### config.mk
export PLATFORM = sky130hd
export DESIGN_NAME = ddo_ctrl
export DESIGN_NICKNAME = d
export VERILOG_FILES = /design/src/ddo_pkg.sv /design/src/ddo_ctrl.sv
export SDC_FILE = /design/constraint.sdc
export NUM_CORES = 1
export LEC_CHECK = 0
export BUFFER_PORTS_ARGS = -buffer_cell sky130_fd_sc_hd__buf_4
export CAP_MARGIN = 15
export CORE_ASPECT_RATIO = 1.5
export CORE_MARGIN = 3
export CORE_UTILIZATION = 35
export DETAILED_ROUTE_END_ITERATION = 8
export PLACE_DENSITY = 0.57
export SYNTH_ARGS = -nofsm -noshare
export SYNTH_HDL_FRONTEND = slang
export SYNTH_SLANG_ARGS = --single-unit
### constraint.sdc
create_clock -name i_clk -period 3.8 [get_ports i_clk]
set_clock_uncertainty 0.05 [all_clocks]
set_input_delay 0.57 -clock i_clk [delete_from_list [all_inputs] [get_ports i_clk]]
set_output_delay 0.57 -clock i_clk [all_outputs]
set_load 0.05 [all_outputs]
### src/ddo_pkg.sv
// Shared types, constants and tables of the differential-drive odometry block.
`default_nettype none
package ddo_pkg;

    localparam int CORDIC_STEPS_DEF = 24;

    localparam logic [23:0]        INV_WB_RESET    = 24'd70017;
    localparam logic signed [31:0] HEIGHT_RESET    = 32'sd11141;
    localparam logic signed [32:0] RATE_TO_BAM     = 33'sd22399067;
    localparam logic signed [33:0] CORDIC_GAIN_INV = 34'sd652032874;
    localparam logic signed [33:0] Q30_ONE         = 34'sd1073741824;
    localparam logic [20:0]        DIV_CONST       = 21'd1000000;
    localparam logic [31:0]        DIV_RECIP       = 32'd2251799813;
    localparam logic [80:0]        SAT_THRESH      = 81'd8589934593000000;
    localparam logic [33:0]        STEP_LIMIT      = 34'h2_0000_0000;

    localparam logic [1:0] CFG_INV_WB = 2'd0;
    localparam logic [1:0] CFG_HEIGHT = 2'd1;

    typedef enum logic [5:0] {
        S_IDLE, S_MW, S_UW, S_MK, S_UK, S_P0, S_P1, S_P2, S_P3, S_PA, S_ANG,
        S_CM, S_WM, S_CX, S_CY, S_X0, S_X1, S_Y0, S_Y1, S_UY1, S_DI, S_DQY, S_DRX,
        S_DRY, S_DRR, S_DF, S_POS, S_CN, S_WN, S_VX, S_VY, S_UVY, S_CH, S_WH, S_OUT
    } t_state;

    typedef enum logic [4:0] {
        M_NONE, M_W, M_K, M_P0, M_P1, M_P2, M_P3, M_VCOS, M_VSIN,
        M_X0, M_X1, M_Y0, M_Y1, M_QX, M_QY, M_RX, M_RY
    } t_mul;

    typedef enum logic [4:0] {
        OP_NONE, OP_PRIME, OP_LOAD, OP_U_W, OP_U_K, OP_U_P0, OP_U_P1, OP_U_P2,
        OP_U_P3, OP_ANGLE, OP_START_MID, OP_START_NEW, OP_START_HALF, OP_U_CX,
        OP_U_CY, OP_U_X0, OP_U_X1, OP_U_Y0, OP_U_Y1, OP_DIV_INIT, OP_U_QX,
        OP_U_QY, OP_U_RX, OP_U_RY, OP_DIV_FIX, OP_POS, OP_U_VX, OP_U_VY, OP_OUT
    } t_op;

    typedef struct packed {
        t_mul mul;
        t_op  op;
    } t_cmd;

    typedef struct packed {
        logic cordic_done;
        logic out_full;
    } t_status;

    function automatic logic [31:0] atan_bam(input logic [4:0] idx);
        logic [31:0] r;
        case (idx)
            5'd0:  r = 32'h20000000;
            5'd1:  r = 32'h12E4051D;
            5'd2:  r = 32'h09FB385B;
            5'd3:  r = 32'h051111D4;
            5'd4:  r = 32'h028B0D43;
            5'd5:  r = 32'h0145D7E1;
            5'd6:  r = 32'h00A2F61E;
            5'd7:  r = 32'h00517C55;
            5'd8:  r = 32'h0028BE53;
            5'd9:  r = 32'h00145F2E;
            5'd10: r = 32'h000A2F98;
            5'd11: r = 32'h000517CC;
            5'd12: r = 32'h00028BE6;
            5'd13: r = 32'h000145F3;
            5'd14: r = 32'h0000A2F9;
            5'd15: r = 32'h0000517C;
            5'd16: r = 32'h000028BE;
            5'd17: r = 32'h0000145F;
            5'd18: r = 32'h00000A2F;
            5'd19: r = 32'h00000517;
            5'd20: r = 32'h0000028B;
            5'd21: r = 32'h00000145;
            5'd22: r = 32'h000000A2;
            5'd23: r = 32'h00000051;
            5'd24: r = 32'h00000028;
            5'd25: r = 32'h00000014;
            5'd26: r = 32'h0000000A;
            5'd27: r = 32'h00000005;
            5'd28: r = 32'h00000002;
            5'd29: r = 32'h00000001;
            default: r = 32'h00000000;
        endcase
        return r;
    endfunction

endpackage
`default_nettype wire

### src/ddo_ctrl.sv
// Controller state machine that sequences the odometry datapath for each item.
`default_nettype none
module ddo_ctrl (
    input  wire logic              i_clk,
    input  wire logic              i_rst_n,
    input  wire logic              i_in_valid,
    output logic                   o_in_ready,
    input  wire ddo_pkg::t_status  i_status,
    output ddo_pkg::t_cmd          o_cmd
);
    ddo_pkg::t_state r_state, n_state;
    logic            r_primed, n_primed;
    logic            accept;

    always_ff @(posedge i_clk) begin
        if (!i_rst_n) begin
            r_state  <= ddo_pkg::S_IDLE;
            r_primed <= 1'b0;
        end else begin
            r_state  <= n_state;
            r_primed <= n_primed;
        end
    end

    assign accept = i_in_valid && (r_state == ddo_pkg::S_IDLE);

    always_comb begin
        n_state    = r_state;
        n_primed   = r_primed;
        o_cmd.mul  = ddo_pkg::M_NONE;
        o_cmd.op   = ddo_pkg::OP_NONE;
        o_in_ready = 1'b0;
        case (r_state)
            ddo_pkg::S_IDLE: begin
                o_in_ready = 1'b1;
                if (i_in_valid) begin
                    if (r_primed) begin
                        o_cmd.op = ddo_pkg::OP_LOAD;
                        n_state  = ddo_pkg::S_MW;
                    end else begin
                        o_cmd.op = ddo_pkg::OP_PRIME;
                        n_primed = 1'b1;
                    end
                end
            end
            ddo_pkg::S_MW: begin
                o_cmd.mul = ddo_pkg::M_W;
                n_state   = ddo_pkg::S_UW;
            end
            ddo_pkg::S_UW: begin
                o_cmd.op = ddo_pkg::OP_U_W;
                n_state  = ddo_pkg::S_MK;
            end
            ddo_pkg::S_MK: begin
                o_cmd.mul = ddo_pkg::M_K;
                n_state   = ddo_pkg::S_UK;
            end
            ddo_pkg::S_UK: begin
                o_cmd.op = ddo_pkg::OP_U_K;
                n_state  = ddo_pkg::S_P0;
            end
            ddo_pkg::S_P0: begin
                o_cmd.mul = ddo_pkg::M_P0;
                n_state   = ddo_pkg::S_P1;
            end
            ddo_pkg::S_P1: begin
                o_cmd.mul = ddo_pkg::M_P1;
                o_cmd.op  = ddo_pkg::OP_U_P0;
                n_state   = ddo_pkg::S_P2;
            end
            ddo_pkg::S_P2: begin
                o_cmd.mul = ddo_pkg::M_P2;
                o_cmd.op  = ddo_pkg::OP_U_P1;
                n_state   = ddo_pkg::S_P3;
            end
            ddo_pkg::S_P3: begin
                o_cmd.mul = ddo_pkg::M_P3;
                o_cmd.op  = ddo_pkg::OP_U_P2;
                n_state   = ddo_pkg::S_PA;
            end
            ddo_pkg::S_PA: begin
                o_cmd.op = ddo_pkg::OP_U_P3;
                n_state  = ddo_pkg::S_ANG;
            end
            ddo_pkg::S_ANG: begin
                o_cmd.op = ddo_pkg::OP_ANGLE;
                n_state  = ddo_pkg::S_CM;
            end
            ddo_pkg::S_CM: begin
                o_cmd.op = ddo_pkg::OP_START_MID;
                n_state  = ddo_pkg::S_WM;
            end
            ddo_pkg::S_WM: begin
                if (i_status.cordic_done) begin
                    n_state = ddo_pkg::S_CX;
                end
            end
            ddo_pkg::S_CX: begin
                o_cmd.mul = ddo_pkg::M_VCOS;
                n_state   = ddo_pkg::S_CY;
            end
            ddo_pkg::S_CY: begin
                o_cmd.mul = ddo_pkg::M_VSIN;
                o_cmd.op  = ddo_pkg::OP_U_CX;
                n_state   = ddo_pkg::S_X0;
            end
            ddo_pkg::S_X0: begin
                o_cmd.mul = ddo_pkg::M_X0;
                o_cmd.op  = ddo_pkg::OP_U_CY;
                n_state   = ddo_pkg::S_X1;
            end
            ddo_pkg::S_X1: begin
                o_cmd.mul = ddo_pkg::M_X1;
                o_cmd.op  = ddo_pkg::OP_U_X0;
                n_state   = ddo_pkg::S_Y0;
            end
            ddo_pkg::S_Y0: begin
                o_cmd.mul = ddo_pkg::M_Y0;
                o_cmd.op  = ddo_pkg::OP_U_X1;
                n_state   = ddo_pkg::S_Y1;
            end
            ddo_pkg::S_Y1: begin
                o_cmd.mul = ddo_pkg::M_Y1;
                o_cmd.op  = ddo_pkg::OP_U_Y0;
                n_state   = ddo_pkg::S_UY1;
            end
            ddo_pkg::S_UY1: begin
                o_cmd.op = ddo_pkg::OP_U_Y1;
                n_state  = ddo_pkg::S_DI;
            end
            ddo_pkg::S_DI: begin
                o_cmd.mul = ddo_pkg::M_QX;
                o_cmd.op  = ddo_pkg::OP_DIV_INIT;
                n_state   = ddo_pkg::S_DQY;
            end
            ddo_pkg::S_DQY: begin
                o_cmd.mul = ddo_pkg::M_QY;
                o_cmd.op  = ddo_pkg::OP_U_QX;
                n_state   = ddo_pkg::S_DRX;
            end
            ddo_pkg::S_DRX: begin
                o_cmd.mul = ddo_pkg::M_RX;
                o_cmd.op  = ddo_pkg::OP_U_QY;
                n_state   = ddo_pkg::S_DRY;
            end
            ddo_pkg::S_DRY: begin
                o_cmd.mul = ddo_pkg::M_RY;
                o_cmd.op  = ddo_pkg::OP_U_RX;
                n_state   = ddo_pkg::S_DRR;
            end
            ddo_pkg::S_DRR: begin
                o_cmd.op = ddo_pkg::OP_U_RY;
                n_state  = ddo_pkg::S_DF;
            end
            ddo_pkg::S_DF: begin
                o_cmd.op = ddo_pkg::OP_DIV_FIX;
                n_state  = ddo_pkg::S_POS;
            end
            ddo_pkg::S_POS: begin
                o_cmd.op = ddo_pkg::OP_POS;
                n_state  = ddo_pkg::S_CN;
            end
            ddo_pkg::S_CN: begin
                o_cmd.op = ddo_pkg::OP_START_NEW;
                n_state  = ddo_pkg::S_WN;
            end
            ddo_pkg::S_WN: begin
                if (i_status.cordic_done) begin
                    n_state = ddo_pkg::S_VX;
                end
            end
            ddo_pkg::S_VX: begin
                o_cmd.mul = ddo_pkg::M_VCOS;
                n_state   = ddo_pkg::S_VY;
            end
            ddo_pkg::S_VY: begin
                o_cmd.mul = ddo_pkg::M_VSIN;
                o_cmd.op  = ddo_pkg::OP_U_VX;
                n_state   = ddo_pkg::S_UVY;
            end
            ddo_pkg::S_UVY: begin
                o_cmd.op = ddo_pkg::OP_U_VY;
                n_state  = ddo_pkg::S_CH;
            end
            ddo_pkg::S_CH: begin
                o_cmd.op = ddo_pkg::OP_START_HALF;
                n_state  = ddo_pkg::S_WH;
            end
            ddo_pkg::S_WH: begin
                if (i_status.cordic_done) begin
                    n_state = ddo_pkg::S_OUT;
                end
            end
            ddo_pkg::S_OUT: begin
                if (!i_status.out_full) begin
                    o_cmd.op = ddo_pkg::OP_OUT;
                    n_state  = ddo_pkg::S_IDLE;
                end
            end
            default: begin
                n_state = ddo_pkg::S_IDLE;
            end
        endcase
    end

    a_out_free: assert property (@(posedge i_clk) disable iff (!i_rst_n)
        (o_cmd.op == ddo_pkg::OP_OUT) |-> !i_status.out_full)
        else $error("output register loaded while a result is still waiting");

    a_primed_start: assert property (@(posedge i_clk) disable iff (!i_rst_n)
        (accept && r_primed) |=> (r_state == ddo_pkg::S_MW))
        else $error("primed item did not start the sequence");

    a_first_item: assert property (@(posedge i_clk) disable iff (!i_rst_n)
        (accept && !r_primed) |=> (r_state == ddo_pkg::S_IDLE && r_primed))
        else $error("first item did not only record its stamp");

    a_div_end: assert property (@(posedge i_clk) disable iff (!i_rst_n)
        (r_state == ddo_pkg::S_DF) |=> (r_state == ddo_pkg::S_POS))
        else $error("division did not end after its correction step");

endmodule
`default_nettype wire
# After elaboration in Yosys (flattened, before gate mapping)
# Index checks and enable logic that the tools add are counted.
# classes
eq_ne	40
muxes	13
n_reduce_logical	5
# op_table
operator	n
6-bit one-hot mux with 35 select lines	1
5-bit one-hot mux with 27 select lines	1
6-bit by 5-bit equality test with 1-bit output (second input constant)	16
5-bit one-hot mux with 16 select lines	1
6-bit by 4-bit equality test with 1-bit output (second input constant)	8
6-bit 2-to-1 mux	6
6-bit by 3-bit equality test with 1-bit output (second input constant)	4
6-bit equality test (second input constant)	3
6-bit by 2-bit equality test with 1-bit output (second input constant)	2
2-bit inequality test (second input constant)	6
5-bit 2-to-1 mux	2
6-bit by 1-bit equality test with 1-bit output (second input constant)	1
6-bit zero test	1
6-bit AND reduction	1
2-bit OR reduction	2
2-bit 2-to-1 mux	1
2-bit AND reduction	1
1-bit 2-to-1 mux	1
# totals
reg_bits	7
input_bits	5
out_inout_bits	11
word_cells	60

# Depth between registers and ports, before layout
# depth
ltp_word	3
ltp_mapped	6
ltp_nobuf	4

# Worst setup path after synthesis
# Ideal clock, no wire load.
# synth_path
path_kind	flip-flop to output port
startpoint	register r_state[2]
endpoint	output port o_cmd[8] (netlist name)
arrival_time_ns	3.235
t_required_ns	3.180
slack_ns	-0.055
path_stages_with_launch	5
n_path_buf	2
path_cell_list	dfxtp_1 buf_2 buf_2 nand2_1 a2111oi_0
# synth_lines
item	line	source
start: declaration	ddo_ctrl.sv:11	ddo_pkg::t_state r_state, n_state;
start signal: assignment	ddo_ctrl.sv:17	r_state <= ddo_pkg::S_IDLE;
start signal: assignment	ddo_ctrl.sv:20	r_state <= n_state;
end: declaration	ddo_ctrl.sv:9	output ddo_pkg::t_cmd o_cmd

==> results.txt <==
Cell Chain, Critical Path -> nand2_1 -> mux2_2 -> o2111ai_1 -> o21ai_0 -> buf_4
Antenna cells -> 0
I/O pin count -> 16
H-Tree Depth -> 1
Max-slew violations -> 0
Wirelength per Cell -> 15.09 um
Final min period -> 2.865 ns
Vias in the first global route -> 757
Filler Cell Count -> 240
Syn nets -> 125
Clock buffer count from CTS -> 3
Rel. slew slack -> 39.26%
Final Non-Filler Cells -> 148
CP top delay family -> flip-flops
Critical path launch point -> r_state[0]
Starting Density -> 38.29%
Clock transition at the registers of the reported paths -> 0.05 ns
Post-Route WL -> 2.233 mm
Slowest CP cell -> dfxtp_1
Setup Fix Bufs, Post-CTS -> 0
P per Cell Area -> 670.0 nW/um^2
Hold path start -> r_primed
CTS resizes -> 0
CP Capture Type -> output pin
Via count -> 886
Setup TNS -> 0 ns
First-pass GRT wire length -> 3.739 mm
Hold endpoint -> r_primed
Mean Syn Cell Area -> 6.788 um^2
Post-detail-place hpwl -> 1.524 mm
Mapped Cells -> 120
RSZ-0062 raised after global routing -> false
Initial antenna violation count -> 0
Status -> finished, final reports clean
Die height -> 65.08 um
Min-delay worst type -> flip-flop to flip-flop
Final worst-path cycle share -> 75.40%
Final GP Congestion -> 0.7844
Clock Sinks -> 7
Leak pwr -> 0.3599 nW
Worst Path Max Fanout -> 27
Core Region -> 2127 um^2
Share of cells above drive strength 1 -> 19.84%
Reg2Reg Depth -> 3
FF+latch count, synth -> 7
Die width -> 45.39 um
Vias per cell -> 5.986
Peak Freq -> 349.0 MHz
DRC violations left -> 0
Worst vdd ir -> 433.4 uV
Worst-Skew Late Latency -> 0.25 ns
Async SR Flop Fraction -> 0%
Synthesis-to-layout area growth -> 12.44%
Nets -> 132
Critical path arrival -> 2.25 ns
IO buf count -> 15
Util after Layout -> 43.06%
Remaining Overflow, GRT -> 0
Setup crit start kind -> flip-flop
Distinct cells, synth -> 46
Placed insts -> 144
Seq/Total Area, Yosys -> 17.20%
Final setup fails -> 0
Pre-antenna DRT Iters -> 4
Slew @ Worst Pin -> 0.9099 ns
Post-route ant nets -> 0
Root Driver -> clkbuf_4
Synth Warn # -> 0
Post-synth EDFFs -> 0
Largest net degree at the start of global routing -> 28
Die footprint -> 2954 um^2
GRT Util Overall -> 16.61%
CTS tree -> done
Critical register-to-register path startpoint -> r_state[1]
Worst Path Required -> 3.18 ns
R2R Setup Slk -> 2.00 ns
Clock Path Buffers -> 2
Row cnt -> 20
Max-Cap Viols -> 0
Post-synth top flop -> dfxtp_1
Fin Hold WS -> 0.5017 ns
Buffers and inverters on the worst path -> 1
Initial DRC count -> 29
R2r endpoint -> r_primed
Mapped Area -> 814.5 um^2
Worst setup path category -> flip-flop to output pin
Final Hold Vio Count -> 0
CP peak stage delay -> 0.91 ns
Hold buffers post-CTS -> 0
WHS Path Cells -> 1
[cell usage after synthesis (4+ instances only)]
library cell | instances | share of area, %
a21oi_1 | 9 | 5.5
buf_2 | 8 | 4.9
dfxtp_1 | 7 | 17
inv_1 | 4 | 1.8
nand2_1 | 10 | 4.6
nand2b_1 | 4 | 3.1
nand3_1 | 4 | 2.5
nor2_1 | 12 | 5.5
nor3_1 | 5 | 3.1
o21ai_0 | 6 | 3.7
o22ai_1 | 4 | 3.1
[layout by cell type (no fill, tap or decap), types with 4 or more instances in the layout]
cell type and count:
inv_1 4, buf_4 15, nand2_1 10, o22ai_1 4, nand3_1 4, dfxtp_1 7, nor3_1 5, nor2_1 12
a21oi_1 9, nand2b_1 4, o21ai_0 6
[cell type report]
type	instances	area, um^2	share of cell area [%]
Clock buffer	4	26.28	2.869
Inverter	6	22.52	2.459
Multi-Input combinational cell	94	586.8	64.07
Sequential cell	7	140.1	15.30
Tap cell	22	27.53	3.005
Timing Repair Buffer	15	112.6	12.30
[state kept, by name, summed over array words and instances (netlist names)]
name and count:
r_state 6, r_primed 1
[layer usage]
metal  vias to the layer above  global-route usage, %  share of wire, %
li1                        457                      -                 -
met1                       397                  23.24                42
met2                        30                  24.83                52
met3                         2                  1.111               5.2
met4                         0                  8.059              0.45
met5                         -                      0                 0
[through the flow]
step | setup slack, ns | instance area, um^2 | total power, W
2_1_floorplan | 0.6033 | 815.8 | 0.0004754
3_3_place_gp | 1.257 | 889.6 | 0.0005426
3_5_place_dp | 1.243 | 889.6 | 0.0005444
4_1_cts | 0.9569 | 915.9 | 0.0006168
5_1_grt | 0.6638 | 915.9 | 0.0006582
6_report | 0.9349 | 915.9 | 0.0006136
[kinds of logic after synthesis]
family | count (synthesis) | synth area share (%)
AND/OR/NAND/NOR | 49 | 33.33
AO/OA/AOI/OAI | 38 | 30.57
buffers and inverters | 19 | 10.91
flip-flops | 7 | 17.20
XOR/XNOR | 5 | 5.377
multiplexers | 2 | 2.611
[how the worst max path moves through the flow]
stage	endpoint	slack, ns	depth (start not counted)
4_1_cts	o_cmd[4]	0.96	5
6_report	o_cmd[4]	0.93	5
5_1_grt	o_cmd[4]	0.66	5
3_3_place_gp	o_cmd[1]	1.26	5
3_5_place_dp	o_cmd[4]	1.24	5
2_1_floorplan	o_cmd[8]	0.60	4
[power breakdown]
group | switching, W | internal [W]
clock | 0.0000271 | 0.0000400
sequential | 0.0000802 | 0.0000879
combinational | 0.000225 | 0.000153
Power figures use the tool's default switching activity.
